==> src/sv/nie_ram.sv <==
`timescale 1ns / 1ps

module nie_ram #(
  parameter int WIDTH = 32,
  parameter int DEPTH = 32,
  localparam int AW = $clog2(DEPTH)
) (
  input  logic             clk_i,
  input  logic             we_i,
  input  logic [AW-1:0]    waddr_i,
  input  logic [WIDTH-1:0] wdata_i,
  input  logic [AW-1:0]    raddr_i,
  output logic [WIDTH-1:0] rdata_o
);

  logic [WIDTH-1:0] mem_q [DEPTH];
  logic [WIDTH-1:0] rdata_q;

  always_ff @(posedge clk_i) begin
    if (we_i) begin
      mem_q[waddr_i] <= wdata_i;
    end
    rdata_q <= mem_q[raddr_i];
  end

  assign rdata_o = rdata_q;

endmodule

==> config.mk <==
export PLATFORM = sky130hd
export DESIGN_NAME = nie_ram
export DESIGN_NICKNAME = d
export VERILOG_FILES = /design/src/sv/nie_ram.sv
export SDC_FILE = /design/constraint.sdc
export NUM_CORES = 1
export LEC_CHECK = 0
export BUFFER_PORTS_ARGS = -buffer_cell sky130_fd_sc_hd__buf_2
export CAP_MARGIN = 10
export CORE_MARGIN = 4
export CORE_UTILIZATION = 25
export DETAILED_ROUTE_END_ITERATION = 16
export PLACE_DENSITY = 0.44
export SYNTH_ARGS = -nofsm -noshare
export SYNTH_HDL_FRONTEND = slang
export SYNTH_SLANG_ARGS = --single-unit
==> constraint.sdc <==
create_clock -name clk_i -period 4.4 [get_ports clk_i]
set_clock_uncertainty 0.15 [all_clocks]
set_input_delay 0.88 -clock clk_i [delete_from_list [all_inputs] [get_ports clk_i]]
set_output_delay 0.88 -clock clk_i [all_outputs]
set_load 0.005 [all_outputs]
# Yosys cells after proc, flatten, opt, wreduce, memory -nomap -nowiden
# Memory sizes are Yosys's and may differ from the RTL's. A register that Yosys moved wholly into a read port is not among the register bits.
# Cells that the tools add are included.
[word_totals]
ramBits = 1024
memories = 1
ff_bits = 0
output_inout_bits = 32
word_cells = 3
input_bits = 44
[classes]
mux = 2
[memory_table]
columns = ["name", "depth", "width", "read_ports", "rd_clocked_by_memory_dff", "wr", "line_no", "text"]
rows = [
  ["mem_q", 32, 32, 1, 1, 1, "16", "logic [WIDTH-1:0] mem_q [DEPTH];"],
]
[ops]
columns = ["cell", "count"]
rows = [
  ["$mux W1", 2],
]

# Depth between registers and ports, before layout
# Gate-level depths: netlist of the first run.
[logic_depth]
word_depth = 2
depth_mapped = 8
depth_no_buf = 5

# Least setup slack after synthesis of the first run
# No wires, ideal clock.
[synth_timing]
kind = "input -> register"
start = "input waddr_i[1]"
end = "memory mem_q[12][0] (enable)"
arrival_time_ns = 2.893
t_required_ns = 3.829
path_buffers = 1
stages = 3
setup_slack_ns = 0.936
setup_time_ns = 0.421
path_cell_list = "or3b_2 > clkbuf_1 > nor2_1"
[synth_rtl]
columns = ["item", "line_no", "text"]
rows = [
  ["from (decl)", "10", "input logic [AW-1:0] waddr_i,"],
  ["to (decl)", "16", ""],
]
# Straight into the memory's write port.

==> results of run 1 <==
[layer usage]
metal / vias to the layer above / GRT usage (%) / share of wire, % / routed length, um
li1: 9300 / - / - / -
met1: 11065 / 17.4 / 45 / 50500
met2: 440 / 22.5 / 50 / 56100
met3: 114 / 2.15 / 4.3 / 4920
met4: 10 / 3.08 / 1.6 / 1770
met5: - / 0 / 0.055 / 62
[flip-flops by register name (all words and copies together) (netlist names)]
name,flops
mem_q,1024
rdata_o,32
[worst min-delay path: stages, from the launching register on]
cell and delay, ps:
edfxtp_1 310, mux2i_1 60, nand2_1 60, nand3_1 60, nand3_1 70
[stage by stage]
step | power, mW | instances | setup slack (ps) | hold WS [ps] | instance area, um2
global route | 22.8 | 4658 | 1620 | 492 | 47800
detailed placement | 12.6 | 4447 | 942 | 445 | 44000
global placement | 12.6 | 4447 | 953 | 449 | 44000
finish | 22.0 | 4663 | 1710 | 455 | 47800
floorplan | 12.0 | 2260 | 936 | 403 | 40500
CTS | 22.3 | 4658 | 1700 | 462 | 47800
[area by class of cell]
class                   instances  area (um2)  share of cell area (%)
clock inverters                62         769                    1.61
well taps                    2160        2700                    5.65
multi-input cells            1077        8610                    18.0
clock buffers                 149        3040                    6.36
flip-flops and latches       1056       31400                    65.6
repair buffers                154        1290                    2.70
diodes                          5        12.5                  0.0262
[cells by family after synthesis]
logic type | share of synthesized area, %
flops | 77.5
mux | 12.7
compound gates | 4.85
simple gates | 3.10
buf+inv | 1.86
[placed cells by master, fill, tap and decap left out]
cell type / instances
a21oi_1: 96
a22o_1: 64
a22oi_1: 96
a31oi_1: 32
and2_4: 1
and2b_4: 1
buf_12: 25
buf_2: 74
buf_4: 54
buf_8: 1
bufinv_16: 16
clkbuf_1: 27
clkbuf_16: 112
clkbuf_8: 10
clkinv_1: 12
clkinv_2: 20
clkinv_8: 1
clkinvlp_4: 7
dfxtp_1: 32
diode_2: 5
edfxtp_1: 1024
inv_16: 2
inv_6: 4
mux2i_1: 512
nand2_1: 97
nand2_2: 1
nand2b_2: 2
nand3_1: 98
nand3b_1: 5
nor2_1: 1
nor2_4: 33
nor2b_4: 1
nor3_1: 32
or2_2: 1
or3_1: 1
or3b_2: 3
[power groups by stage]
stage	registers (mW)	logic [mW]	clock network (mW)
after CTS	11.3	1.11	9.95
after global routing	11.3	1.17	10.4
after floorplan	11.4	0.578	0
after global placement	11.5	1.10	0
final	11.2	1.09	9.70
after detailed placement	11.5	1.11	0
[synth_stat cells]
cell      instances
a22oi_1          96
clkbuf_1         46
buf_2            26
a21oi_1          96
or3b_2            3
nand2_1          98
buf_6            15
nand2b_1          2
nor2_1           34
edfxtp_1       1024
mux2i_1         512
dfxtp_1          32
a31oi_1          32
nor2b_1           1
buf_4            33
nor3_1           32
clkbuf_4          2
a22o_1           64
or3_1             1
and2_1            1
nand3b_1          5
and2b_1           1
buf_1             5
nand3_1          98
or2_2             1
[path summary, 6_finish.rpt]
check	endpoint	slack, ps	depth (start not counted)
setup / recovery	rdata_o[26]$_DFF_P_	1710	8
hold / removal	rdata_o[21]$_DFF_P_	460	4
setup reg to reg	rdata_o[13]$_DFF_P_	2530	5
hold reg to reg	rdata_o[21]$_DFF_P_	460	4
==> impl_results.md, run 1 <==
* Syn_area_per_cell at 17.9 um2
* Combinational power share at 4.9%
* Synth cell types at 25
* Drt wl/cell at 24.3 um
* Crit path buf inv count at 3
* Area leader, netlist: edfxtp_1
* Total clock sinks at 1056
* Measured slew at the worst slew-check pin at 1250 ps
* Final Util at 29.7%
* Drt via density at 4.49
* Pin count of the biggest net entering global routing at 79
* Global-route wire length before repair at 160 mm
* Leakage at 16.2 nW
* Area Overhead vs Synth at 18.1%
* Total wire length at 113 mm
* Clock period minus worst slack at 2690 ps
* RSZ-0062 raised after global routing: no
* Top Ports at 76
* Top post-synthesis cells by area: edfxtp_1 (76%), mux2i_1 (13%), a22oi_1 (1.8%)
* CP max-delay cell: nor2b_4
* Number of port buffers at 75
* Clock network power share at 44.0%
* Setup TNS at 0 ps
* Max clock buf depth at 3
* Remaining Overflow, GRT at 0
* Data required, critical path at 4780 ps
* Cts-stage hold buffer count at 0
* Final net count at 2444
* Drt first pass iters at 7
* Post-synthesis instance area at 40500 um2
* Share of layout cells above drive strength 1 at 14.8%
* Hpwl dp at 63.0 mm
* Die Y at 410 um
* Mapped Nets at 2304
* Core area at 161000 um2
* Insertion delay to the later sink of the worst-skew pair at 700 ps
* Switching Fraction at 21.3%
* Critical R2R Launch: mem_q[3][13]$_DFFE_PP_
* HP Start: mem_q[10][21]$_DFFE_PP_
* CTS tree: yes
* YS warnings at 0
* DR vias at 20929
* Yosys reg bits at 1056
* Critical Path, Cell by Cell: buf_2 -> nor2b_4 -> buf_12 -> buf_12 -> a22o_1 -> nor3_1 -> a31oi_1 -> nand3_1
* Antenna Violating Nets Remaining at 0
* Die width at 410 um
* TritonCTS Buffers at 111
* Initial DRC count at 1631
* Die Area at 168000 um2
* Seq/Total Area, Yosys at 77.5%
* GPL Wtd Cong at 0.751
* Outcome: finished clean
* Antenna violations before repair at 12
* Arrival time at the worst endpoint at 3070 ps
* Final Hold Viols at 0
* Gr usage total at 13.1%
* Critical path's most frequent cell: buf_12
* Root buf cell: clkbuf_16
* Cell count after synthesis at 2260
* Worst slew margin relative to its limit at 16.2%
* Post-CTS resize count at 0
* Crit path largest cell delay at 580 ps
* Worst setup EP type: flop
* P_sw at 4.70 mW
* Internal Pwr Total at 17.3 mW
* Critical Path Fanout Max at 38
* Max VDD drop at 0.297 mV
* CP top delay family: simple AND/OR/NAND/NOR gates
* Fmax at 0.372 GHz
* Sequential share of power at 51.0%
* Vias in the first global route at 21469
* Setup CP Type: in2reg
* Final setup viols at 0
* Post-CTS setup buffer count at 0
* Final slew viol count at 0
* # Max-Cap Violations at 0
* Pwr dens at 461 nW/um2
* Fillers at 15817
* Crit. Startpoint: raddr_i[2]
* Startpoint Class: input port
* Initial core utilization at 25.2%
* Type of the worst min-delay path: reg2reg
* CTS HTree Levels at 3
* # rows at 147
* Clock transition at path regs at 60 ps
* Yosys top cell area share at 76.0%
* Post-route DRC at 0
* Tcrit/Tclk final at 61.1%
(Power assumes the default switching activity.)
==> inputs of run 2 (changes only) <==
- clock period: 4.4 -> 2.6 ns (I/O delays scaled with it)
==> impl_results.md, run 2 (synthesis gave the netlist of run 1 again) <==
* Outcome: finished clean
* TritonCTS Buffers at 112 (+0.90%)
* DR vias at 20973 (+0.21%)
* Final Hold Viols at 0 (unchanged)
* Critical Path, Cell by Cell: buf_2
* Largest Register: mem_q
* Max clock buf depth at 3 (unchanged)
* Post-CTS setup buffer count at 0 (unchanged)
* Clock period minus worst slack at 2020 ps
* RSZ-0062 raised after global routing: no
* Number of port buffers at 75 (unchanged)
* Die Y at 410 um (unchanged)
* Drt first pass iters at 5 (-2)
* Drt wl/cell at 23.7 um (-2.3%)
* Core area at 161000 um2 (unchanged)
* GRT met2 Usage at 22.0% (-0.50 points)
* Arrival time at the worst endpoint at 1350 ps (-1720 ps)
* Post-route cell area at 48700 um2 (+1.8%)
* Gr usage total at 13.0% (-0.082 points)
* Antenna Violating Nets Remaining at 0 (unchanged)
* CTS tree: yes
* Pin count of the biggest net entering global routing at 56 (-29%)
* Post-route DRC at 0 (unchanged)
* Max FFs per register at 1024 (unchanged)
* GR Util met1 at 16.9% (-0.47 points)
* Multi-input combinational cell area at 8610 um2 (unchanged)
* GPL Wtd Cong at 0.725 (-3.5%)
* Root buf cell: clkbuf_16
* Worst setup EP type: output port
* Fillers at 15791 (-0.16%)
* Met3 Track Usage GR at 2.49% (+0.34 points)
* Seq. cell area at 31400 um2 (unchanged)
* Final slew viol count at 0 (unchanged)
* Worst slew margin relative to its limit at 58.8% (+43 points)
* Startpoint Class: flop
* Area Overhead vs Synth at 20.2%
* Max VDD drop at 0.485 mV (+64%)
* Final Util at 30.3% (+0.53 points)
* Initial DRC count at 1575 (-3.4%)
* Drt via density at 4.43 (-1.2%)
* Crit path largest cell delay at 490 ps (-90 ps)
* Share of layout cells above drive strength 1 at 16.5% (+1.8 points)
* Area post-placement at 45100 um2 (+2.5%)
* Clock transition at path regs at 60 ps (about the same)
* Top Ports at 76 (unchanged)
* Critical Path Fanout Max at 1 (-97%)
* Crit path buf inv count at 1 (-2)
* # Max-Cap Violations at 0 (unchanged)
* Die width at 410 um (unchanged)
* Global-route wire length before repair at 158 mm (-1.5%)
* Final net count at 2513 (+2.8%)
* Cts-stage hold buffer count at 0 (unchanged)
* Total clock sinks at 1056 (unchanged)
* CTS HTree Levels at 3 (unchanged)
* Final setup viols at 0 (unchanged)
* Hpwl dp at 64.8 mm (+2.8%)
* Pwr dens at 746 nW/um2 (+62%)
* Tcrit/Tclk final at 77.8%
* # rows at 147 (unchanged)
* Type of the worst min-delay path: in2reg
* Setup CP Type: reg2out
* Remaining Overflow, GRT at 0 (unchanged)
* Post-CTS resize count at 0 (unchanged)
* Commonest non-fill, non-tap cell in the layout: edfxtp_1
* Total wire length at 112 mm (-0.92%)
* Data required, critical path at 1930 ps (-2850 ps)
* Initial core utilization at 25.2% (unchanged)
* Measured slew at the worst slew-check pin at 619 ps (-634 ps)
* Leakage at 16.6 nW (+2.5%)
* CP top delay family: flip-flops
* Die Area at 168000 um2 (unchanged)
* CP max-delay cell: dfxtp_1
* Antenna violations before repair at 14 (+2)
* Vias in the first global route at 21549 (+0.37%)
* Fmax at 0.494 GHz
* Most frequent cells in the layout: edfxtp_1 (1024), mux2i_1 (512), clkbuf_16 (112)
* Insertion delay to the later sink of the worst-skew pair at 690 ps (about the same)
* GRT busiest layer: met2
-- run 2: changes by cell type in the layout (fill, tap and decap cells not counted), moves of 4 or more --
cell / delta
buf_12: +46
buf_4: +22
bufinv_16: -9
clkinv_1: +7
clkinvlp_4: -7
clkbuf_1: +4
-- run 2: report_power, final --
group          switching [mW]  internal (mW)  total [mW]
clock                    6.38           8.96        15.3
sequential              0.110           18.9        19.0
combinational            1.21          0.683        1.90
total                    7.71           28.6        36.3
-- run 2: layout make-up --
class | instances | share of cell area, %
Multi-Input combinational cell | 1077 | 17.7
Tap cell | 2160 | 5.55
Antenna cell | 7 | 0.0360
Timing Repair Buffer | 222 | 4.89
Clock buffer | 155 | 6.34
Sequential cell | 1056 | 64.5
Clock inverter | 54 | 0.987
-- run 2: per-layer routing --
metal	routed length, um	up-vias
li1	-	9441
met1	49000	10906
met2	54800	441
met3	5170	173
met4	3270	12
met5	77	-
-- run 2: path summary, 6_finish.rpt --
path	startpoint	end	slack, ps	depth (start not counted)
hold / removal	wdata_i[12]	mem_q[1][12]$_DFFE_PP_	170	1
setup reg to reg	mem_q[2][14]$_DFFE_PP_	rdata_o[14]$_DFF_P_	1020	5
hold reg to reg	mem_q[11][28]$_DFFE_PP_	rdata_o[28]$_DFF_P_	450	4
setup / recovery	rdata_o[13]$_DFF_P_	rdata_o[13]	580	1
-- run 2: per-stage QoR --
step	total power, mW	setup WS [ps]	hold slack, ps	setup TNS [ps]	instances
2_1_floorplan	20.3	-504	403	-247390	2260
3_3_place_gp	21.3	-37.6	442	-37.6	4515
3_5_place_dp	21.4	29.8	431	0	4515
4_1_cts	36.8	479	122	0	4724
5_1_grt	37.7	505	166	0	4726
6_report	36.3	577	172	0	4731
