## config.mk

```make
export PLATFORM = sky130hd
export DESIGN_NAME = nie_front
export DESIGN_NICKNAME = d
export VERILOG_FILES = /design/src/sv/nie_pkg.sv /design/src/sv/nie_front.sv
export SDC_FILE = /design/constraint.sdc
export NUM_CORES = 1
export LEC_CHECK = 0
export ABC_AREA = 1
export BUFFER_PORTS_ARGS = -buffer_cell sky130_fd_sc_hd__buf_2
export CAP_MARGIN = 40
export CORE_MARGIN = 2
export CORE_UTILIZATION = 56
export DETAILED_ROUTE_END_ITERATION = 16
export PLACE_DENSITY = 0.87
export SYNTH_ARGS = -nofsm -noshare
export SYNTH_HDL_FRONTEND = slang
export SYNTH_SLANG_ARGS = --single-unit
```

## constraint.sdc

```tcl
create_clock -name clk_i -period 4.05 [get_ports clk_i]
set_clock_uncertainty 0.15 [all_clocks]
set_input_delay 0.2025 -clock clk_i [delete_from_list [all_inputs] [get_ports clk_i]]
set_output_delay 0.2025 -clock clk_i [all_outputs]
set_load 0.005 [all_outputs]
```

## src/sv/nie_pkg.sv

```systemverilog
`timescale 1ns / 1ps

package nie_pkg;

  localparam int MAX_POINTS = 32;
  localparam int FRAC_BITS  = 16;
  localparam int IDX_W      = $clog2(MAX_POINTS);
  localparam int CNT_W      = $clog2(MAX_POINTS + 1);
  localparam int CFG_IDX_W  = 1;

  localparam logic [CFG_IDX_W-1:0] CFG_TARGET = 1'b0;
  localparam logic [CFG_IDX_W-1:0] CFG_METHOD = 1'b1;

  localparam logic [63:0] INT64_MAX = 64'h7FFF_FFFF_FFFF_FFFF;
  localparam logic [63:0] INT64_MIN = 64'h8000_0000_0000_0000;
  localparam logic [63:0] Q_ONE     = 64'd1 << FRAC_BITS;

  typedef enum logic [1:0] {
    METH_AUTO = 2'd0,
    METH_FWD  = 2'd1,
    METH_BWD  = 2'd2,
    METH_DIV  = 2'd3
  } method_e;

  typedef enum logic [1:0] {
    STAT_OK       = 2'd0,
    STAT_ZERO_DIV = 2'd1,
    STAT_SAT      = 2'd2
  } status_e;

  typedef struct packed {
    logic        sat;
    logic [63:0] val;
  } sat_val_t;

  typedef struct packed {
    logic [CNT_W-1:0]   n;
    logic signed [31:0] x0;
    logic signed [31:0] xl;
    logic signed [32:0] h;
    logic               uneven;
  } job_t;

  typedef struct packed {
    logic             we;
    logic [IDX_W-1:0] addr;
    logic [31:0]      x;
    logic [31:0]      y;
  } load_wr_t;

  typedef struct packed {
    logic             we;
    logic [IDX_W-1:0] addr;
    logic [63:0]      data;
  } tbl_wr_t;

  typedef struct packed {
    logic        start;
    logic [63:0] a;
    logic [63:0] b;
  } mul_req_t;

  typedef struct packed {
    logic        done;
    logic        sat;
    logic [63:0] p;
  } mul_rsp_t;

  typedef struct packed {
    logic        start;
    logic        qmode;
    logic [63:0] num;
    logic [63:0] den;
  } div_req_t;

  typedef struct packed {
    logic        done;
    logic        sat;
    logic [63:0] q;
  } div_rsp_t;

  function automatic logic [63:0] mag64(input logic [63:0] a);
    return a[63] ? (64'd0 - a) : a;
  endfunction

  function automatic sat_val_t from_mag(input logic [63:0] m, input logic neg,
                                        input logic over);
    sat_val_t r;
    if (neg) begin
      if (over || (m > INT64_MIN)) begin
        r.sat = 1'b1;
        r.val = INT64_MIN;
      end else begin
        r.sat = 1'b0;
        r.val = 64'd0 - m;
      end
    end else begin
      if (over || m[63]) begin
        r.sat = 1'b1;
        r.val = INT64_MAX;
      end else begin
        r.sat = 1'b0;
        r.val = m;
      end
    end
    return r;
  endfunction

  function automatic sat_val_t sadd(input logic [63:0] a, input logic [63:0] b);
    sat_val_t   r;
    logic [64:0] s;
    s = {a[63], a} + {b[63], b};
    if (s[64] != s[63]) begin
      r.sat = 1'b1;
      r.val = s[64] ? INT64_MIN : INT64_MAX;
    end else begin
      r.sat = 1'b0;
      r.val = s[63:0];
    end
    return r;
  endfunction

  function automatic sat_val_t ssub(input logic [63:0] a, input logic [63:0] b);
    sat_val_t   r;
    logic [64:0] s;
    s = {a[63], a} - {b[63], b};
    if (s[64] != s[63]) begin
      r.sat = 1'b1;
      r.val = s[64] ? INT64_MIN : INT64_MAX;
    end else begin
      r.sat = 1'b0;
      r.val = s[63:0];
    end
    return r;
  endfunction

endpackage

```

## src/sv/nie_front.sv

```systemverilog
`timescale 1ns / 1ps

module nie_front import nie_pkg::*; (
  input  logic        clk_i,
  input  logic        rst_ni,
  input  logic        in_valid_i,
  output logic        in_ready_o,
  input  logic [31:0] in_x_i,
  input  logic [31:0] in_y_i,
  input  logic        in_last_i,
  input  logic        fifo_full_i,
  input  logic        done_i,
  output logic        job_push_o,
  output job_t        job_o,
  output load_wr_t    ld_o
);

  logic [CNT_W-1:0] cnt_q, cnt_d;
  logic             uneven_q, uneven_d;
  logic             pending_q, pending_d;
  logic [31:0]      x0_q, x0_d, xprev_q, xprev_d;
  logic [32:0]      h_q, h_d;
  logic             accept, store;
  logic [32:0]      diff;

  assign in_ready_o = !pending_q && !fifo_full_i;
  assign accept     = in_valid_i && in_ready_o;
  assign store      = accept && (cnt_q < CNT_W'(MAX_POINTS));
  assign diff       = {in_x_i[31], in_x_i} - {xprev_q[31], xprev_q};

  always_comb begin
    cnt_d      = cnt_q;
    uneven_d   = uneven_q;
    pending_d  = pending_q;
    x0_d       = x0_q;
    xprev_d    = xprev_q;
    h_d        = h_q;
    job_push_o = 1'b0;
    if (store) begin
      if (cnt_q == CNT_W'(0)) begin
        x0_d = in_x_i;
      end
      if (cnt_q == CNT_W'(1)) begin
        h_d = diff;
      end
      if ((cnt_q >= CNT_W'(2)) && (diff != h_q)) begin
        uneven_d = 1'b1;
      end
      xprev_d = in_x_i;
      cnt_d   = cnt_q + CNT_W'(1);
    end
    job_o.n      = cnt_d;
    job_o.x0     = x0_d;
    job_o.xl     = xprev_d;
    job_o.h      = h_d;
    job_o.uneven = uneven_d;
    if (accept && in_last_i) begin
      job_push_o = 1'b1;
      cnt_d      = '0;
      uneven_d   = 1'b0;
      pending_d  = 1'b1;
    end
    if (done_i) begin
      pending_d = 1'b0;
    end
  end

  always_ff @(posedge clk_i or negedge rst_ni) begin
    if (!rst_ni) begin
      cnt_q     <= '0;
      uneven_q  <= 1'b0;
      pending_q <= 1'b0;
    end else begin
      cnt_q     <= cnt_d;
      uneven_q  <= uneven_d;
      pending_q <= pending_d;
    end
  end

  always_ff @(posedge clk_i) begin
    x0_q    <= x0_d;
    xprev_q <= xprev_d;
    h_q     <= h_d;
  end

  assign ld_o.we   = store;
  assign ld_o.addr = cnt_q[IDX_W-1:0];
  assign ld_o.x    = in_x_i;
  assign ld_o.y    = in_y_i;

endmodule

```

; ---- After elaboration in Yosys (flattened, before gate mapping)
; Cells that the tools add are included.
[word_totals]
regBits = 105
in_bits = 70
output_inout_bits = 176
wordCells = 34
[classes]
addsub = 2
magnitude_cmp = 2
eq_ne = 2
mux = 13
n_reduce_logical = 9
[op_table]
columns = cell, count
row1 = 32-bit 2-to-1 mux, 3
row2 = 33-bit 2-to-1 mux, 2
row3 = 33-bit inequality test, 1
row4 = 32-bit by 32-bit subtractor with 33-bit output, 1
row5 = 6-bit 2-to-1 mux, 2
row6 = 6-bit by 1-bit adder with 6-bit output (second input constant), 1
row7 = 6-bit by 1-bit == test with 1-bit output (second input constant), 1
row8 = 6-bit by 2-bit >= comparator with 1-bit output (second input constant), 1
row9 = 6-bit logical NOT, 1
row10 = 6-bit < comparator (second input constant), 1
row11 = 1-bit 2-to-1 mux, 6
row12 = 1-bit logical AND, 5
row13 = 1-bit logical NOT, 2
row14 = 2-bit nonzero test, 1

; ---- Logic depth before layout (Yosys ltp)
[logic_depth]
ltp_word = 6
depth_mapped = 22

; ---- Least setup slack after synthesis
; Ideal clock, no wire load.
[synth_timing]
kind = register to output
startpoint = register xprev_q[0]
endpoint = output port job_o[0] in the netlist's numbering
t_arrival_ns = 2.127
setup_slack_ns = 1.570
stages_incl_launch_ff = 19
path_buffers = 0
path_cell_list = dfxtp_1 -> ha_1 -> inv_1 -> fa_1 -> or2_2 -> nand3_1 -> nand2_1 -> nor2_1 -> nand3_1 -> nor2_1 -> nand3_1 -> nor2_1 -> nand2_1 -> nor2_1 -> nand3_1 -> nor2_1 -> nand2_1 -> nand2_1 -> nand2_1
[synth_lines]
columns = element, line_no
row1 = "start, declared", nie_front.sv:21  ; logic [31:0] x0_q, x0_d, xprev_q, xprev_d;
row2 = "start signal, assigned", nie_front.sv:82  ; xprev_q <= xprev_d;
row3 = "end, declared", nie_front.sv:14  ; output job_t job_o,

==> results_dict.tcl <==
set metrics [dict create \
    status "complete, no violations" \
    max_freq_mhz 270 \
    max_cap_violations 0 \
    drt-total-wl_mm 20.1 \
    fin_area_um2 8660 \
    die_h_um 119 \
    timing.hold.ws_ns 0.0375 \
    antenna_found_initial 0 \
    fin_crit_ns 3.71 \
    synthArstFlopShare 0.0762 \
    yosysWarnings 0 \
    clock-sinks 105 \
    synth_top_flop_cell "dfxtp_1" \
    place.gp.congestion 1.01 \
    grt_use_total 0.280 \
    seq_area_frac_synth 0.288 \
    vias_per_cell 5.08 \
    hold_class "primary input to flop" \
    dpl_worst_slack_ns 1.00 \
    pwr-share-comb 0.528 \
    finalCritPeriodShare 0.915 \
    power_switching_w 0.00229 \
    final-setup-viol-count 0 \
    cts_tree "done" \
    p_clk_frac 0.173 \
    relSlewSlack 0.531 \
    dpl_cell_area_um2 8030 \
    cp-start-kind "primary input" \
    synth_top_area_share 0.261 \
    cp.depth 19 \
    seqPwrFrac 0.298 \
    dr.pass1.iters 5 \
    worstMarginPinSlew_ns 0.702 \
    worst-endpoint-required_ns 3.70 \
    io-pin-count 246 \
    post_cts_buffers 0 \
    grt_max_degree 71 \
    critPathSlowestCell "dlygate4sd3_1" \
    rows 42 \
    core_area_um2 13100 \
    remaining_drc_errors 0 \
    leakagePower_nw 4.84 \
    ys_top_cells_by_area "dfxtp_1, nand2_1, inv_1" \
    hold_violations 0 \
    crit_path_end_kind "output port" \
    synth_top_cell_by_area "dfxtp_1" \
    buffer_ports.inserted 181 \
    syn_to_final_growth_pct 16.3 \
    fin_ws_ns 0.344 \
    cp_top_family "simple AND/OR/NAND/NOR gates" \
    cp_num_buf_inv 4 \
    drv_slew 0 \
    wl_met3_mm 1.30 \
    ctsRootBufferMaster "clkbuf_16" \
    syn_area_um2 7450 \
    wire_per_inst_um 13.8 \
    ys_seq_elements 105 \
    crit_arrival_ns 3.35 \
    fin_setup_tns_ns 0 \
    grt_pass1_wl_mm 31.9 \
    antenna_cells 0 \
    r2r_slack_ns 1.09 \
    critPathKind "primary input to output port" \
    dieArea_um2 14200 \
    ant_nets 0 \
    synthesis.nets 1240 \
    synth_area_per_cell_um2 6.58 \
    critPathMaxStageDelay_ns 0.53 \
    reg2reg_depth 17 \
    hold_path_depth 2 \
    synth_edf_count 0 \
    met2WireLength_mm 9.82 \
    via_count 7401 \
    dp_hpwl_mm 15.3 \
    synthCells 1133 \
    power.density_nw_per_um2 635 \
    path_max_fanout 5 \
    rsz0062_at_grt "false" \
    cellInternalPower_w 0.00321 \
    cts_buffers 9 \
    synthDistinctLibCells 36 \
    clk_pin_slew_ns 0.07 \
    final_nets 1382 \
    ir_drop_v 0.000390 \
    crit_top_cell "nand2_1" \
    routed.top_layer "met4" \
    worstPathCellList "dlygate4sd3_1 > buf_2 > ha_1 > nand2_1 > nor2_1 > inv_1 > nor3_1 > nand3_1 > nand3b_1 > nand2_1 > nand2_1 > nand2_1 > nor2_1 > nand2_1 > nor2_1 > nand2_1 > nand2_1 > nand2_1 > buf_2" \
    swShare 0.417 \
    overflow 0 \
    clkLatencyLatePin_ns 0.36 \
    grt_pass1_vias 6792 \
    die_x_um 119 \
    htree_levels 3 \
    drtIter0Drc 491 \
    clockBufferDepth 2 \
    met1_length_mm 8.34 \
    drive_gt1_frac 0.212 \
    start_util 0.567 \
]
## sequential cells by signal (all words and copies together) (netlist names)
name / cells
pending_q: 1
xprev_q: 32
cnt_q: 6
uneven_q: 1
h_q: 33
x0_q: 32
## placed cells by master (no fill, tap or decap), types with 4 or more instances in the layout
cell           Yosys  routed
a21oi_1           26      26
a21oi_2            4       4
buf_2              2     181
buf_4             70       4
clkbuf_16          0       9
dfrtp_1            8       8
dfxtp_1           97      97
dlygate4sd3_1      0      32
ha_1              36      36
inv_1            198     198
inv_2              5       5
mux2_2            31      31
nand2_1          327     327
nand2_2           16      16
nand3_1          103     102
nand3_2            5       6
nand3b_1           8       8
nand4_1           12      12
nor2_1            61      61
nor2_2             5       4
nor3_1             4       4
o21ai_0           67      67
o21bai_1           6       6
xor2_1             9       9
## final timing paths
kind | start | endpoint
max in group asynchronous | rst_ni | cnt_q[3]
min in group asynchronous | rst_ni | pending_q
setup / recovery | in_x_i[26] | job_o[0]
hold reg to reg | x0_q[29] | x0_q[29]
hold / removal | in_x_i[1] | x0_q[1]
setup reg to reg | xprev_q[25] | uneven_q
## synthesized netlist by cell type, types with 2 or more instances
cell type,n
nand2_1,327
inv_1,198
nand3_1,103
dfxtp_1,97
buf_4,70
o21ai_0,67
nor2_1,61
ha_1,36
mux2_2,31
a21oi_1,26
nand2_2,16
clkbuf_1,13
nand4_1,12
xor2_1,9
dfrtp_1,8
nand3b_1,8
o21bai_1,6
inv_2,5
nand3_2,5
nor2_2,5
a21oi_2,4
nor3_1,4
nor3_2,3
xnor3_1,3
a21o_1,2
buf_2,2
clkinv_1,2
nor2_4,2
## cell type report
cell class	count	area, um^2
clock buffers	13	250
flip-flops and latches	105	2140
repair buffers	217	1260
inverters	205	769
fillers	1213	4470
clock inverters	3	65.1
well taps	176	220
multi-input cells	737	3960
## cells by family after synthesis
family | Yosys count | synth area share
flip-flops | 105 | 0.288
AO/OA/AOI/OAI | 106 | 0.0762
adder cells (fa/ha/maj) | 37 | 0.0632
buffers and inverters | 291 | 0.182
XOR/XNOR | 14 | 0.0240
multiplexers | 32 | 0.0482
AND/OR/NAND/NOR | 548 | 0.319
## metrics by stage
stage,utilization,power [W],cells
floorplan,-,0.00356,1133
global placement,0.611,0.00443,1408
detailed placement,0.611,0.00449,1408
CTS,0.659,0.00549,1456
global route,0.659,0.00593,1456
finish,0.659,0.00550,1456
## power by group through the flow
stage / Combinational, W / Clock [W] / Sequential (W)
after floorplan: 0.00195 / 0 / 0.00161
after global placement: 0.00279 / 0 / 0.00164
after detailed placement: 0.00284 / 0 / 0.00165
after CTS: 0.00288 / 0.000965 / 0.00164
after global routing: 0.00325 / 0.000998 / 0.00168
final: 0.00291 / 0.000953 / 0.00164
## routing by layer
metal | up-vias | track usage
li1 | 3753 | -
met2 | 277 | 0.503
met3 | 41 | 0.0647
met1 | 3330 | 0.320
met4 | 0 | 0.107
met5 | - | 0
## what timing repair did
action	CTS	global route
hold endpoints to repair	67	0
hold buffers	32	0
resized for setup	0	0
No activity file was read; power rests on OpenSTA's default activity.
