===== config.mk =====
export PLATFORM = sky130hd
export DESIGN_NAME = nie_mul
export DESIGN_NICKNAME = d
export VERILOG_FILES = /design/src/sv/nie_pkg.sv /design/src/sv/nie_mul.sv
export SDC_FILE = /design/constraint.sdc
export NUM_CORES = 2
export LEC_CHECK = 0
export BUFFER_PORTS_ARGS = -buffer_cell sky130_fd_sc_hd__buf_2
export CAP_MARGIN = 10
export CORE_ASPECT_RATIO = 0.6
export CORE_MARGIN = 4
export CORE_UTILIZATION = 50
export DETAILED_ROUTE_END_ITERATION = 16
export PLACE_DENSITY = 0.67
export SLEW_MARGIN = 20
export SYNTH_ARGS = -nofsm -noshare
export SYNTH_HDL_FRONTEND = slang
export SYNTH_SLANG_ARGS = --single-unit

===== constraint.sdc =====
create_clock -name clk_i -period 28.3 [get_ports clk_i]
set_clock_uncertainty 0.15 [all_clocks]
set_input_delay 2.83 -clock clk_i [delete_from_list [all_inputs] [get_ports clk_i]]
set_output_delay 2.83 -clock clk_i [all_outputs]
set_load 0.005 [all_outputs]

===== src/sv/nie_pkg.sv =====
`timescale 1ns / 1ps

package nie_pkg;

  localparam int MAX_POINTS = 32;
  localparam int FRAC_BITS  = 16;
  localparam int IDX_W      = $clog2(MAX_POINTS);
  localparam int CNT_W      = $clog2(MAX_POINTS + 1);
  localparam int CFG_IDX_W  = 1;

  localparam logic [CFG_IDX_W-1:0] CFG_TARGET = 1'b0;
  localparam logic [CFG_IDX_W-1:0] CFG_METHOD = 1'b1;

  localparam logic [63:0] INT64_MAX = 64'h7FFF_FFFF_FFFF_FFFF;
  localparam logic [63:0] INT64_MIN = 64'h8000_0000_0000_0000;
  localparam logic [63:0] Q_ONE     = 64'd1 << FRAC_BITS;

  typedef enum logic [1:0] {
    METH_AUTO = 2'd0,
    METH_FWD  = 2'd1,
    METH_BWD  = 2'd2,
    METH_DIV  = 2'd3
  } method_e;

  typedef enum logic [1:0] {
    STAT_OK       = 2'd0,
    STAT_ZERO_DIV = 2'd1,
    STAT_SAT      = 2'd2
  } status_e;

  typedef struct packed {
    logic        sat;
    logic [63:0] val;
  } sat_val_t;

  typedef struct packed {
    logic [CNT_W-1:0]   n;
    logic signed [31:0] x0;
    logic signed [31:0] xl;
    logic signed [32:0] h;
    logic               uneven;
  } job_t;

  typedef struct packed {
    logic             we;
    logic [IDX_W-1:0] addr;
    logic [31:0]      x;
    logic [31:0]      y;
  } load_wr_t;

  typedef struct packed {
    logic             we;
    logic [IDX_W-1:0] addr;
    logic [63:0]      data;
  } tbl_wr_t;

  typedef struct packed {
    logic        start;
    logic [63:0] a;
    logic [63:0] b;
  } mul_req_t;

  typedef struct packed {
    logic        done;
    logic        sat;
    logic [63:0] p;
  } mul_rsp_t;

  typedef struct packed {
    logic        start;
    logic        qmode;
    logic [63:0] num;
    logic [63:0] den;
  } div_req_t;

  typedef struct packed {
    logic        done;
    logic        sat;
    logic [63:0] q;
  } div_rsp_t;

  function automatic logic [63:0] mag64(input logic [63:0] a);
    return a[63] ? (64'd0 - a) : a;
  endfunction

  function automatic sat_val_t from_mag(input logic [63:0] m, input logic neg,
                                        input logic over);
    sat_val_t r;
    if (neg) begin
      if (over || (m > INT64_MIN)) begin
        r.sat = 1'b1;
        r.val = INT64_MIN;
      end else begin
        r.sat = 1'b0;
        r.val = 64'd0 - m;
      end
    end else begin
      if (over || m[63]) begin
        r.sat = 1'b1;
        r.val = INT64_MAX;
      end else begin
        r.sat = 1'b0;
        r.val = m;
      end
    end
    return r;
  endfunction

  function automatic sat_val_t sadd(input logic [63:0] a, input logic [63:0] b);
    sat_val_t   r;
    logic [64:0] s;
    s = {a[63], a} + {b[63], b};
    if (s[64] != s[63]) begin
      r.sat = 1'b1;
      r.val = s[64] ? INT64_MIN : INT64_MAX;
    end else begin
      r.sat = 1'b0;
      r.val = s[63:0];
    end
    return r;
  endfunction

  function automatic sat_val_t ssub(input logic [63:0] a, input logic [63:0] b);
    sat_val_t   r;
    logic [64:0] s;
    s = {a[63], a} - {b[63], b};
    if (s[64] != s[63]) begin
      r.sat = 1'b1;
      r.val = s[64] ? INT64_MIN : INT64_MAX;
    end else begin
      r.sat = 1'b0;
      r.val = s[63:0];
    end
    return r;
  endfunction

endpackage


===== src/sv/nie_mul.sv =====
`timescale 1ns / 1ps

module nie_mul import nie_pkg::*; (
  input  logic     clk_i,
  input  logic     rst_ni,
  input  mul_req_t req_i,
  output mul_rsp_t rsp_o
);

  localparam logic [2:0] LAST_PROD = 3'd3;
  localparam logic [2:0] LAST_ACC  = 3'd4;
  localparam logic [2:0] FINISH    = 3'd5;

  logic         busy_q;
  logic [2:0]   cnt_q;
  logic [63:0]  ma_q, mb_q;
  logic         neg_q;
  logic [63:0]  prod_q;
  logic [1:0]   sh_q;
  logic [127:0] acc_q;
  logic         done_q;
  logic         sat_q;
  logic [63:0]  p_q;
  logic [31:0]  ah, bh;
  sat_val_t     fin;

  assign ah  = cnt_q[1] ? ma_q[63:32] : ma_q[31:0];
  assign bh  = cnt_q[0] ? mb_q[63:32] : mb_q[31:0];
  assign fin = from_mag(acc_q[FRAC_BITS+63:FRAC_BITS], neg_q, |acc_q[127:FRAC_BITS+64]);

  always_ff @(posedge clk_i or negedge rst_ni) begin
    if (!rst_ni) begin
      busy_q <= 1'b0;
      cnt_q  <= '0;
      done_q <= 1'b0;
    end else begin
      done_q <= 1'b0;
      if (req_i.start) begin
        busy_q <= 1'b1;
        cnt_q  <= '0;
      end else if (busy_q) begin
        if (cnt_q == FINISH) begin
          busy_q <= 1'b0;
          done_q <= 1'b1;
        end else begin
          cnt_q <= cnt_q + 3'd1;
        end
      end
    end
  end

  always_ff @(posedge clk_i) begin
    if (req_i.start) begin
      ma_q  <= mag64(req_i.a);
      mb_q  <= mag64(req_i.b);
      neg_q <= req_i.a[63] ^ req_i.b[63];
      acc_q <= '0;
    end else if (busy_q) begin
      if (cnt_q <= LAST_PROD) begin
        prod_q <= {32'd0, ah} * {32'd0, bh};
        sh_q   <= {1'b0, cnt_q[1]} + {1'b0, cnt_q[0]};
      end
      if ((cnt_q != 3'd0) && (cnt_q <= LAST_ACC)) begin
        acc_q <= acc_q + ({64'd0, prod_q} << {sh_q, 5'd0});
      end
      if (cnt_q == FINISH) begin
        sat_q <= fin.sat;
        p_q   <= fin.val;
      end
    end
  end

  assign rsp_o = {done_q, sat_q, p_q};

endmodule


### Yosys cells after proc, flatten, opt, wreduce, memory -nomap -nowiden

Cells that the tools add are included.

* bits in registers: 393
* input port bits: 131
* output and inout bits: 66
* logic and storage cells: 54

* add/sub/neg operators: 6
* multipliers: 1
* $lt $le $gt $ge: 3
* eq/ne operators: 2
* shifts and indexed selects: 1
* muxes and demuxes: 16
* bitwise operators: 2
* reductions and logical operators: 10

Operators by type and width (count)
* two-way mux 65 bit: 3
* subtractor 1 x 64 -> 64 bit (first input constant): 3
* adder 128 bit: 1
* left shift 64 x 7 -> 128 bit: 1
* two-way mux 63 bit: 2
* > comparator 64 bit (second input constant): 1
* multiplier 32 x 32 -> 64 bit: 1
* two-way mux 32 bit: 2
* OR reduction 48 bit: 1
* two-way mux 3 bit: 3
* two-way mux 1 bit: 6
* AND reduction 3 bit: 2
* AND reduction 2 bit: 2
* adder 3 x 1 -> 3 bit (second input constant): 1
* == test 3 bit (second input constant): 1
* less-or-equal comparator 3 x 2 -> 1 bit (second input constant): 1
* less-or-equal comparator 3 bit (second input constant): 1
* nonzero test 3 bit: 1
* adder 1 x 1 -> 2 bit: 1
* logical OR 1 bit: 2
* inequality test 2 bit (second input constant): 1
* nonzero test 2 bit: 1
* logical AND 1 bit: 1
* inverter 1 bit: 1
* bitwise XOR 1 bit: 1

### Depth between registers and ports, before layout

* word-level depth: 4
* mapped depth: 34
* mapped depth without buffers: 29

### Worst setup path before layout

OpenSTA, ideal clock, no wires.

* path type: register to register
* start point: register cnt_q[0]
* end point: register prod_q[61] (data pin)
* setup time: 0.269 ns
* arrival time: 8.772 ns
* required time: 27.881 ns
* path slack: 19.110 ns
* cell stages (with the launch flop): 33
* path buffers: 5
* period minus slack after synthesis: 9.190 ns
* cell sequence: dfrtp_1 clkbuf_1 buf_1 buf_1 mux2i_1 clkbuf_1 nor2_1 fa_1 inv_1 fa_1 inv_1 fa_1 inv_1 fa_1 inv_1 fa_1 fa_1 fa_1 fa_1 ha_1 clkbuf_1 a21oi_1 a21bo_2 a21o_1 a21o_1 a311o_1 a31o_2 a21oi_1 o31ai_1 a21o_1 a31oi_1 o31ai_1 xor2_1

* longest elaborated chain between the ends: 2

RTL lines
* start: declaration: line nie_mul.sv:15 `logic [2:0] cnt_q;`
* start signal: assignment: line nie_mul.sv:46 `cnt_q <= cnt_q + 3'd1;`
* two-way mux 32 bit: line nie_mul.sv:28 `assign bh = cnt_q[0] ? mb_q[63:32] : mb_q[31:0];`
* multiplier 32 x 32 -> 64 bit: line nie_mul.sv:60 `prod_q <= {32'd0, ah} * {32'd0, bh};`
* end signal: assignment: line nie_mul.sv:60
* end: declaration: line nie_mul.sv:18 `logic [63:0] prod_q;`

No other way between the ends.
A chain may end at the register's enable or synchronous reset.

### Worst setup path in the final report

* start point: register cnt_q[0]
* end point: register prod_q[60] (data pin)

Same word-level chain as after synthesis.

==> flow_summary.yaml <==
run_status:
  status: "finished clean"
clocking:
  cts_tree: "built"
  cts.clk_slew.worst_paths_ns: 0.06
  ctsHoldBuffers: 0
  clock-sinks: 393
  clk_latency_ns: 0.68
  postCtsSetupBuffers: 0
  cts_resized: 0
  cts.root.buffer_cell: "clkbuf_16"
  htree_levels: 2
  cts.path.max_buffers: 3
  cts-buffers-inserted: 43
placed_design:
  portBuffers: 196
  gp_congestion: 1.09
  dp_hpwl_um: 198000
finish:
  multi_input_area_sq_um: 44600
  filler_cell_count: 10700
  regArea_sq_um: 10500
  syn_to_final_growth_pct: 6.98
  drive_gt1_frac: 0.0789
  fin_nets: 8220
setup_path:
  critPathMaxFanout: 56
  path_depth: 22
  critPathBufInv: 2
  end_kind: "flop"
  r2r_cells: 22
  reg2reg_slack_ns: 17.82
  max_stage_delay_ns: 0.98
  critPathCapture: "prod_q[60]"
  critPathLaunch: "cnt_q[0]"
  critical_path.most_common_cell: "fa_1"
  arrival_ns: 10.69
  critPathKind: "flop to flop"
  r2r_start: "cnt_q[0]"
  reg2reg_to: "prod_q[60]"
  required_ns: 28.50
  critical_path.slowest_cell: "mux2_2"
  cp_cell_sequence: "buf_4 > mux2_2 > nand2_1 > fa_1 > inv_1 > fa_1 > fa_1 > fa_1 > fa_1 > fa_1 > fa_1 > fa_1 > ha_1 > nand4_1 > nor3_1 > nor4b_1 > o21a_1 > a221o_1 > o211ai_1 > nor3b_1 > a221oi_1 > xnor2_1"
  crit_family: "adder cells"
  startpoint_type: "flop"
detailed_routing:
  vias_per_cell: 6.24
  wl_um: 238000
  vias: 52600
  initialDrtViolationCount: 7505
  drc: 0
  ant_nets: 0
  wl_per_cell_um: 28.2
  first_pass_iters: 8
synthesis:
  synth_top_area_frac: 0.300
  async_flop_share: 0.0127
  synthesis.nets: 8245
  ys_top_cells_by_count: "inv_1 (934), fa_1 (897), nand2_1 (866)"
  synthCells: 6820
  ys_seq_area_frac: 0.175
  synth_area_sq_um: 59800
  synthDistinctLibCells: 87
  synth-seq-cells: 393
  yosysMostFrequentCell: "inv_1"
  synth_enable_flop_cells: 260
  synth_flop_cell: "edfxtp_1"
  avgSynthCellArea_sq_um: 8.77
  synth_top_area_cell: "fa_1"
  yosys_warnings: 0
  synth.area.top_cells: "fa_1 (30%), edfxtp_1 (13%), ha_1 (8.3%)"
timing:
  hold_viol_final: 0
  slew_violations: 0
  fin_setup_tns_ns: 0
  slew_headroom: 0.135
  rsz0062_at_grt: "no"
  finalSetupViolations: 0
  min_period_ns: 10.48
  tightest_slew_ns: 1.26
  fin_crit_sh: 0.370
  fmax_mhz: 95.4
die:
  coreArea_sq_um: 118000
  fp.dieH_um: 276
  start_util: 0.508
  io_pins: 197
  rows: 97
  die_w_um: 455
  dieArea_sq_um: 125000
grt:
  track_usage: 0.374
  grt_overflow: 0
  antenna_found_initial: 22
  grt_pass1_wl_um: 340000
  first_global_vias: 49300
  grt_max_degree: 76
flow_run:
  drv_cap: 0
hold_path:
  hold_path_class: "flop to flop"
## worst reg2reg max path, cell delays in order (launching register included)
cell      delay [ns]
dfrtp_4         0.51
buf_4           0.82
mux2_2          1.04
nand2_1         0.23
fa_1            0.59
inv_1           0.05
fa_1            0.53
fa_1            0.64
fa_1            0.49
fa_1            0.55
fa_1            0.46
fa_1            0.53
fa_1            0.43
ha_1            0.47
nand4_1         0.24
nor3_1          0.36
nor4b_1         0.61
o21a_1          0.40
a221o_1         0.21
o211ai_1        0.15
nor3b_1         0.41
a221oi_1        0.17
xnor2_1         0.17
## flip-flops by register name, indices dropped and copies added, names as in the netlist
name / count
ma_q: 64
sh_q: 2
acc_q: 128
sat_q: 1
neg_q: 1
prod_q: 64
busy_q: 1
done_q: 1
p_q: 64
mb_q: 64
cnt_q: 3
## layout by cell type, fill, tap and decap left out, types with 39 or more instances in the layout
master     synthesis  layout
o21ai_0          273     273
nor3_1            60      58
a22o_1            39      39
dfxtp_1          128     128
edfxtp_1         260     260
and2_1            52      51
a21oi_1          342     342
o311ai_1          49      48
nand3_1           46      46
mux2i_2            0      43
nand2b_1          42      42
fa_1             897     897
nand4_1           92      92
a21o_1           151     151
o21bai_1          56      56
nor2_1           794     793
buf_2              4     195
clkbuf_16          0      44
buf_4              2     107
xnor2_1          225     225
inv_1            934     934
o31ai_1           47      47
xor2_1            81      81
ha_1             397     397
nand2_1          866     864
nor2b_1           64      62
mux2_2            53      53
mux2i_1           97      48
## metal layers
layer  share of wire  global-route usage  vias to the layer above  routed length, um
met5          0.0013              0.0156                        -                303
met4           0.016              0.0579                       14               3910
met3            0.22               0.268                      335              51700
met2            0.33               0.411                     3920              78800
met1            0.43               0.568                    26000             103000
li1                -                   -                    22300                  -
## final cells by class
type                            count  area share
Antenna cell                       17    0.000665
Clock buffer                       51      0.0178
Clock inverter                     29     0.00571
Inverter                          935      0.0549
Multi-Input combinational cell   5118       0.697
Sequential cell                   393       0.164
Tap cell                         1584      0.0310
Timing Repair Buffer              304      0.0285
## stage by stage
| stage | cells | hold WS, ns | setup WS [ns] | util | area, sq um |
|---|---|---|---|---|---|
| floorplan | 6820 | 0.286 | 19.11 | - | 59800 |
| global route | 8419 | 0.332 | 17.59 | 0.543 | 64000 |
| CTS | 8413 | 0.310 | 18.16 | 0.543 | 63900 |
| finish | 8431 | 0.310 | 17.82 | 0.543 | 64000 |
| global placement | 8333 | 0.293 | 18.27 | 0.530 | 62400 |
| detailed placement | 8333 | 0.302 | 18.19 | 0.530 | 62400 |
## logic make-up after synthesis
logic type               count (synthesis)  share of synthesized area
multiplexers                           159                     0.0279
XOR/XNOR                               306                     0.0448
flip-flops                             393                      0.175
AO/OA/AOI/OAI                         1155                      0.123
AND/OR/NAND/NOR                       2204                      0.162
adder cells (fa/ha/maj)               1294                      0.383
buffers and inverters                 1309                     0.0832
## worst min path at each step
stage | cells past startpoint | to | from | slack, ns
after floorplan | 2 | acc_q[10] | acc_q[10] | 0.29
after global placement | 2 | acc_q[13] | acc_q[13] | 0.29
after detailed placement | 2 | acc_q[8] | acc_q[8] | 0.30
after CTS | 2 | acc_q[8] | acc_q[8] | 0.31
after global routing | 2 | acc_q[13] | acc_q[13] | 0.33
final | 2 | acc_q[8] | acc_q[8] | 0.31
Power is not shown: default switching activity piles up to over one toggle a cycle in this logic, so the estimate is an artifact.
