## src/sv/nie_pkg.sv

```systemverilog
`timescale 1ns / 1ps

package nie_pkg;

  localparam int MAX_POINTS = 32;
  localparam int FRAC_BITS  = 16;
  localparam int IDX_W      = $clog2(MAX_POINTS);
  localparam int CNT_W      = $clog2(MAX_POINTS + 1);
  localparam int CFG_IDX_W  = 1;

  localparam logic [CFG_IDX_W-1:0] CFG_TARGET = 1'b0;
  localparam logic [CFG_IDX_W-1:0] CFG_METHOD = 1'b1;

  localparam logic [63:0] INT64_MAX = 64'h7FFF_FFFF_FFFF_FFFF;
  localparam logic [63:0] INT64_MIN = 64'h8000_0000_0000_0000;
  localparam logic [63:0] Q_ONE     = 64'd1 << FRAC_BITS;

  typedef enum logic [1:0] {
    METH_AUTO = 2'd0,
    METH_FWD  = 2'd1,
    METH_BWD  = 2'd2,
    METH_DIV  = 2'd3
  } method_e;

  typedef enum logic [1:0] {
    STAT_OK       = 2'd0,
    STAT_ZERO_DIV = 2'd1,
    STAT_SAT      = 2'd2
  } status_e;

  typedef struct packed {
    logic        sat;
    logic [63:0] val;
  } sat_val_t;

  typedef struct packed {
    logic [CNT_W-1:0]   n;
    logic signed [31:0] x0;
    logic signed [31:0] xl;
    logic signed [32:0] h;
    logic               uneven;
  } job_t;

  typedef struct packed {
    logic             we;
    logic [IDX_W-1:0] addr;
    logic [31:0]      x;
    logic [31:0]      y;
  } load_wr_t;

  typedef struct packed {
    logic             we;
    logic [IDX_W-1:0] addr;
    logic [63:0]      data;
  } tbl_wr_t;

  typedef struct packed {
    logic        start;
    logic [63:0] a;
    logic [63:0] b;
  } mul_req_t;

  typedef struct packed {
    logic        done;
    logic        sat;
    logic [63:0] p;
  } mul_rsp_t;

  typedef struct packed {
    logic        start;
    logic        qmode;
    logic [63:0] num;
    logic [63:0] den;
  } div_req_t;

  typedef struct packed {
    logic        done;
    logic        sat;
    logic [63:0] q;
  } div_rsp_t;

  function automatic logic [63:0] mag64(input logic [63:0] a);
    return a[63] ? (64'd0 - a) : a;
  endfunction

  function automatic sat_val_t from_mag(input logic [63:0] m, input logic neg,
                                        input logic over);
    sat_val_t r;
    if (neg) begin
      if (over || (m > INT64_MIN)) begin
        r.sat = 1'b1;
        r.val = INT64_MIN;
      end else begin
        r.sat = 1'b0;
        r.val = 64'd0 - m;
      end
    end else begin
      if (over || m[63]) begin
        r.sat = 1'b1;
        r.val = INT64_MAX;
      end else begin
        r.sat = 1'b0;
        r.val = m;
      end
    end
    return r;
  endfunction

  function automatic sat_val_t sadd(input logic [63:0] a, input logic [63:0] b);
    sat_val_t   r;
    logic [64:0] s;
    s = {a[63], a} + {b[63], b};
    if (s[64] != s[63]) begin
      r.sat = 1'b1;
      r.val = s[64] ? INT64_MIN : INT64_MAX;
    end else begin
      r.sat = 1'b0;
      r.val = s[63:0];
    end
    return r;
  endfunction

  function automatic sat_val_t ssub(input logic [63:0] a, input logic [63:0] b);
    sat_val_t   r;
    logic [64:0] s;
    s = {a[63], a} - {b[63], b};
    if (s[64] != s[63]) begin
      r.sat = 1'b1;
      r.val = s[64] ? INT64_MIN : INT64_MAX;
    end else begin
      r.sat = 1'b0;
      r.val = s[63:0];
    end
    return r;
  endfunction

endpackage

```

## src/sv/nie_div.sv

```systemverilog
`timescale 1ns / 1ps

module nie_div import nie_pkg::*; (
  input  logic     clk_i,
  input  logic     rst_ni,
  input  div_req_t req_i,
  output div_rsp_t rsp_o
);

  localparam int DIV_STEPS = 64;
  localparam int STEP_W    = $clog2(DIV_STEPS);

  logic              busy_q;
  logic [STEP_W-1:0] cnt_q;
  logic [64:0]       r_q;
  logic [63:0]       lo_q, q_q, d_q;
  logic              neg_q;
  logic              done_q;
  logic              sat_q;
  logic [63:0]       quo_q;

  logic [63:0] ma, dm, hi_s, lo_s;
  logic        neg_s, early;
  logic [64:0] r2;
  logic        ge;
  logic [63:0] q_next;
  sat_val_t    ovf, fin;

  assign ma     = mag64(req_i.num);
  assign dm     = mag64(req_i.den);
  assign neg_s  = req_i.num[63] ^ req_i.den[63];
  assign hi_s   = req_i.qmode ? (ma >> (64 - FRAC_BITS)) : 64'd0;
  assign lo_s   = req_i.qmode ? (ma << FRAC_BITS) : ma;
  assign early  = req_i.qmode && (hi_s >= dm);
  assign ovf    = from_mag(64'd0, neg_s, 1'b1);
  assign r2     = {r_q[63:0], lo_q[63]};
  assign ge     = r2 >= {1'b0, d_q};
  assign q_next = {q_q[62:0], ge};
  assign fin    = from_mag(q_next, neg_q, 1'b0);

  always_ff @(posedge clk_i or negedge rst_ni) begin
    if (!rst_ni) begin
      busy_q <= 1'b0;
      cnt_q  <= '0;
      done_q <= 1'b0;
    end else begin
      done_q <= 1'b0;
      if (req_i.start) begin
        if (early) begin
          done_q <= 1'b1;
        end else begin
          busy_q <= 1'b1;
          cnt_q  <= STEP_W'(DIV_STEPS - 1);
        end
      end else if (busy_q) begin
        cnt_q <= cnt_q - STEP_W'(1);
        if (cnt_q == '0) begin
          busy_q <= 1'b0;
          done_q <= 1'b1;
        end
      end
    end
  end

  always_ff @(posedge clk_i) begin
    if (req_i.start) begin
      r_q   <= {1'b0, hi_s};
      lo_q  <= lo_s;
      q_q   <= '0;
      d_q   <= dm;
      neg_q <= neg_s;
      if (early) begin
        sat_q <= ovf.sat;
        quo_q <= ovf.val;
      end
    end else if (busy_q) begin
      r_q  <= ge ? (r2 - {1'b0, d_q}) : r2;
      lo_q <= {lo_q[62:0], 1'b0};
      q_q  <= q_next;
      if (cnt_q == '0) begin
        sat_q <= fin.sat;
        quo_q <= fin.val;
      end
    end
  end

  assign rsp_o = {done_q, sat_q, quo_q};

endmodule

```

## config.mk

```make
export PLATFORM = sky130hd
export DESIGN_NAME = nie_div
export DESIGN_NICKNAME = d
export VERILOG_FILES = /design/src/sv/nie_pkg.sv /design/src/sv/nie_div.sv
export SDC_FILE = /design/constraint.sdc
export NUM_CORES = 1
export LEC_CHECK = 0
export CORE_UTILIZATION = 60
export CTS_BUF_LIST = sky130_fd_sc_hd__clkbuf_16
export CTS_CLUSTER_DIAMETER = 150
export DETAILED_ROUTE_END_ITERATION = 10
export DONT_BUFFER_PORTS = 1
export PLACE_DENSITY = 0.78
export SLEW_MARGIN = 20
export SYNTH_ARGS = -nofsm -noshare
export SYNTH_HDL_FRONTEND = slang
export SYNTH_SLANG_ARGS = --single-unit
```

## constraint.sdc

```tcl
create_clock -name clk_i -period 15.88 [get_ports clk_i]
set_input_delay 3.176 -clock clk_i [delete_from_list [all_inputs] [get_ports clk_i]]
set_output_delay 3.176 -clock clk_i [all_outputs]
set_load 0.02 [all_outputs]
```

# After elaboration in Yosys (flattened, before gate mapping)

Cells that the tools add are included.

Shift-type cells: 0
Divide/modulo/power cells: 0
Add/sub/neg operators: 5
Reductions and logical operators: 6
Bitwise operators: 1
Equal/unequal tests: 2
Multipliers: 0
Mux-type cells: 32
Magnitude comparators: 3

Operators by type and width:

| cell                    | count |
|---|---|
| $mux W64                | 13 |
| $mux W65                | 3 |
| $sub A1 B64 Y64 const A | 3 |
| $ge A65 B64 Y1          | 1 |
| $ge A16 B64 Y1          | 1 |
| $gt A64 B64 Y1 const B  | 1 |
| $sub A64 B64 Y64        | 1 |
| $mux W6                 | 3 |
| $mux W16                | 1 |
| $mux W1                 | 12 |
| $logic_not A6 Y1        | 1 |
| $sub A6 B1 Y6 const B   | 1 |
| $reduce_bool A2 Y1      | 2 |
| $reduce_and A3 Y1       | 1 |
| $ne A2 B1 Y1 const B    | 1 |
| $ne A2 B2 Y1 const B    | 1 |
| $reduce_and A2 Y1       | 1 |
| $logic_and A1 B1 Y1     | 1 |
| $xor A1 B1 Y1           | 1 |

RAM bits: 0
Memory bits (read-only): 0
Output and inout bits: 66
Register bits after elaboration: 329
Logic and storage cells: 59
Latch bits: 0
Input port bits: 132
Memories kept: 0

# Logic depth before layout (Yosys ltp)

Depth after elaboration: 7
Depth in mapped cells: 25
Mapped depth without buffers: 21

# Worst setup path before layout

No wires, ideal clock.

Path kind: input port to flip-flop
Start point: input port req_i[73] (netlist name)
End point: register quo_q[0], enable pin
Data required time: 15.481 ns
Arrival: 8.702 ns
Path buffers: 0
Cell stages on the path: 20
Library setup time: 0.399 ns
Path slack: 6.779 ns
Path through: nor4_1 > and4b_1 > nand3_1 > or4_1 > or4_1 > inv_1 > nand3_1 > o21ai_0 > xor2_1 > nor2b_1 > ha_1 > and4_1 > o21ai_0 > o21ai_0 > a21oi_1 > o21ai_0 > o21ai_0 > or4b_2 > nor4_1 > a31o_2

Cells in the longest elaborated chain, start to end: 7

Ends and longest elaborated chain:

| item                               | line          | RTL |
|---|---|---|
| start, declared                    | nie_div.sv:6  | `input div_req_t req_i,` |
| $sub A1 B64 Y64                    | nie_pkg.sv:83 | `return a[63] ? (64'd0 - a) : a;` |
| $mux W64                           | nie_pkg.sv:83 |  |
| $mux W16                           | nie_div.sv:32 | `assign hi_s = req_i.qmode ? (ma >> (64 - FRAC_BITS)) : 64'd0;` |
| $ge A16 B64 Y1                     | nie_div.sv:34 | `assign early = req_i.qmode && (hi_s >= dm);` |
| $logic_and A1 B1 Y1                | nie_div.sv:34 |  |
| $ne A2 B1 Y1 (no source line)      | -             |  |
| $reduce_and A3 Y1 (no source line) | -             |  |
| end signal, assigned               | nie_div.sv:74 | `quo_q <= ovf.val;` |
| end signal, assigned               | nie_div.sv:82 | `quo_q <= fin.val;` |
| end, declared                      | nie_div.sv:20 | `logic [63:0] quo_q;` |

Every way passes these cells.
A chain may end at the register's enable or synchronous reset.

# Worst setup path in the final report

Ends and elaborated chain as after synthesis.

==> impl_metrics.toml <==
[worst_setup_path]
crit_required_ps = 16070
cp.arrival_ps = 9620
startpoint_type = "input port"
path_class = "in2reg"
cp.buffers_inverters = 1
crit_chain = "nor4_1, and4b_1, nand3_1, or4_1, or4_1, inv_1, nand3_1, o21ai_0, xor2_1, nor2b_1, ha_1, and4_1, o21ai_0, o21ai_0, a21oi_1, o21ai_0, o21ai_0, or4b_2, nor4_1, a31o_4"
setup.worst_path.end_class = "flop"
slowest_delay_ps = 820
crit_family = "simple AND/OR/NAND/NOR gates"
slowest_stage = "a31o_4"
crit_top_cell = "o21ai_0"
cp_max_fo = 65

[power]
p_leak_nw = 9.87
p_sw_mw = 1.40
power_density_mw_per_mm2 = 147
swShare_pct = 39.3
p_seq_share_pct = 32.2
power_frac_clock_pct = 24.4
p_int_mw = 2.16
pwr-share-comb_pct = 43.4
peakVddDrop_v = 0.000114

[logic_synthesis]
synth_top_family_by_area = "simple AND/OR/NAND/NOR gates"
yosysUniqueCellTypes = 80
synth-main-ff-cell = "edfxtp_1"
ys_ff_latch = 329
yosys.area_share.adder_pct = 4.75
synth_simple_gate_area_share_pct = 19.2
syn_area_sq_mm = 0.0228
postSynth.asyncResetShare_pct = 2.43
synthCells = 2561
ys_warn_count = 0
synth_area_per_cell_sq_um = 8.91
synthXorXnorAreaFrac_pct = 7.30
synth_edf_count = 258
muxShareOfSynthArea_pct = 4.95
ys_seq_area_share_pct = 40.4
synth_compound_gate_area_share_pct = 18.8
synth_nets = 2779

[clock_tree]
postCtsSetupBuffers = 0
cts_buffers = 37
htreeDepth = 2
worstSkewPairLatency_ps = 570
clk_pin_slew_ps = 60
holdBufCountCts = 0
clk_path_buf_depth = 3
clock_sinks = 329
ctsResizeCount = 0
tritoncts = "done"
root_buffer = "clkbuf_16"

[route]
routedWlPerCell_um = 20.6
postRouteAntennaNets = 0
drtPass1Iterations = 6
drt_iter0_markers = 2243
num_vias = 19800
drc = 0
drt-total-wl_um = 62100
avgViaCountPerCell = 6.59

[hold_path]
hold_path_class = "reg2reg"

[sta]
max_freq_ghz = 0.106
finalSetupTns_ps = 0
worstMarginPinSlew_ps = 1150
slew_headroom_pct = 23.6
fin_crit_ps = 9430
min_period_over_period_pct = 59.4
setup-violations-final = 0
finalClockSkew_ps = 23.5
maxSlewViolCount = 0
hold_viol_final = 0
rsz0062_at_grt = "no"

[floorplan]
io_pins = 198
die_h_um = 197
die-area_sq_mm = 0.0388
core_sq_mm = 0.0376
initial_core_util_pct = 60.7
die_w_um = 197
rows = 71

[layout]
regArea_sq_mm = 0.00921
final_area_sq_mm = 0.0243
drive_gt1_share_pct = 5.88
area_delta_synth_final_pct = 6.43
nNetsFinal = 2690
multi_input_area_sq_mm = 0.0126
fillCellCount = 3075

[placement]
place_congestion = 0.969
io_buffers = 0
placed_cell_area_sq_mm = 0.0230
hpwl_um = 43900

[grt]
antenna_found_initial = 0
grt_max_degree = 242
track_usage_pct = 31.7
grt_pass1_vias = 18400
grt_pass1_wl_um = 98100
grt_overflow = 0

[flow_run]
maxCapViolations = 0

[status]
status = "finished clean"
-- cell type report --
type	instances	area share (%)
well taps	511	2.63
multi-input cells	1956	51.8
flip-flops and latches	329	37.9
diodes	1	0.0103
clock buffers	38	3.92
repair buffers	16	0.495
clock inverters	30	1.15
inverters	132	2.04
-- power by group through the flow --
stage	logic [mW]	registers (mW)	clock network (mW)
floorplan	1.18	1.14	0
global placement	1.47	1.16	0
detailed placement	1.50	1.16	0
CTS	1.51	1.15	0.881
global route	1.71	1.16	0.910
finish	1.54	1.15	0.869
-- metrics by stage --
| step | hold WS [ps] | cells | setup slack (ps) | total power, mW | utilization [%] |
|---|---|---|---|---|---|
| after floorplan | 488 | 2561 | 6780 | 2.32 | - |
| after global placement | 505 | 2944 | 5990 | 2.63 | 61.3 |
| after detailed placement | 505 | 2944 | 5850 | 2.66 | 61.3 |
| after CTS | 522 | 3012 | 6440 | 3.54 | 64.6 |
| after global routing | 551 | 3012 | 5930 | 3.78 | 64.6 |
| final | 524 | 3013 | 6450 | 3.56 | 64.6 |
-- cells by family (layout without fill, tap and decap cells) --
group	after synthesis	in the layout
compound gates	669	669
xor+xnor	190	190
fa+ha+maj	86	86
buf+inv	276	216
flops	329	329
mux	109	109
other cells	0	1
simple gates	902	902
-- path summary, 6_finish.rpt --
kind	startpoint	slack [ps]	to	depth (start not counted)
max in group asynchronous	rst_ni	13500	busy_q	0
min in group asynchronous	rst_ni	2300	busy_q	0
hold reg to reg	lo_q[60]	520	lo_q[61]	1
setup / recovery	req_i[73]	6450	quo_q[0]	20
setup reg to reg	d_q[40]	8120	quo_q[38]	21
hold / removal	lo_q[60]	520	lo_q[61]	1
-- cell usage after synthesis (21+ instances only) --
| cell | number | area share (%) |
|---|---|---|
| o41ai_1 | 21 | 0.81 |
| ha_1 | 85 | 4.7 |
| o31ai_1 | 50 | 1.6 |
| nor2_1 | 235 | 3.9 |
| o21ai_0 | 167 | 3.7 |
| edfxtp_1 | 258 | 34 |
| a31oi_1 | 39 | 1.1 |
| or4_1 | 31 | 1.0 |
| nor3_1 | 71 | 1.6 |
| xor2_1 | 93 | 3.6 |
| or3_1 | 44 | 1.2 |
| inv_1 | 131 | 2.2 |
| nand4_1 | 38 | 1.0 |
| clkbuf_1 | 132 | 2.2 |
| nand2b_1 | 22 | 0.60 |
| nor2b_1 | 26 | 0.71 |
| a21o_1 | 46 | 1.5 |
| nand2_1 | 265 | 4.4 |
| a21oi_1 | 178 | 3.9 |
| nand3_1 | 56 | 1.2 |
| mux2i_1 | 78 | 3.4 |
| mux2_2 | 31 | 1.5 |
| nor4_1 | 43 | 1.2 |
| dfxtp_1 | 63 | 5.5 |
| a211oi_1 | 24 | 0.79 |
| xnor2_1 | 97 | 3.7 |
-- sequential cells by signal, indices dropped and copies added, names as in the netlist --
register / flops
cnt_q: 6
d_q: 64
done_q: 1
lo_q: 64
quo_q: 64
r_q: 64
q_q: 63
sat_q: 1
busy_q: 1
neg_q: 1
-- cell usage in the layout, fill, tap and decap left out, types with 7 or more instances in the layout --
master     count
o21ai_0      167
o22ai_1        9
dfxtp_1       63
a31oi_1       39
buf_4         16
mux2_2        31
o221ai_1       7
nor2_1       235
or3_1         44
or4_1         31
nor4_1        43
xor2_1        93
dfrtp_1        7
edfxtp_1     258
or2_2         14
nand4_1       38
ha_1          85
o21bai_1       8
xnor2_1       97
and2_1         7
o211ai_1      19
nand3_1       56
o311ai_0      13
a21o_1        46
o41ai_1       21
a221oi_1       9
o2bb2ai_1     15
mux2i_1       78
a211oi_1      24
o31ai_1       49
nor2b_1       26
and3_1         9
nor3_1        71
inv_1        137
o21a_1        11
clkbuf_16     38
a21oi_1      177
nand2b_1      22
nand2_1      264
-- routing by layer --
metal / GRT usage (%) / vias to the layer above / share of wire [%]
met4: 9.39 / 0 / 2.5
met5: 0 / - / 0
met1: 45.0 / 9490 / 44
met2: 49.1 / 955 / 44
met3: 6.16 / 117 / 9.2
li1: - / 9287 / -
Note: power is estimated with default switching activity, not from simulation.
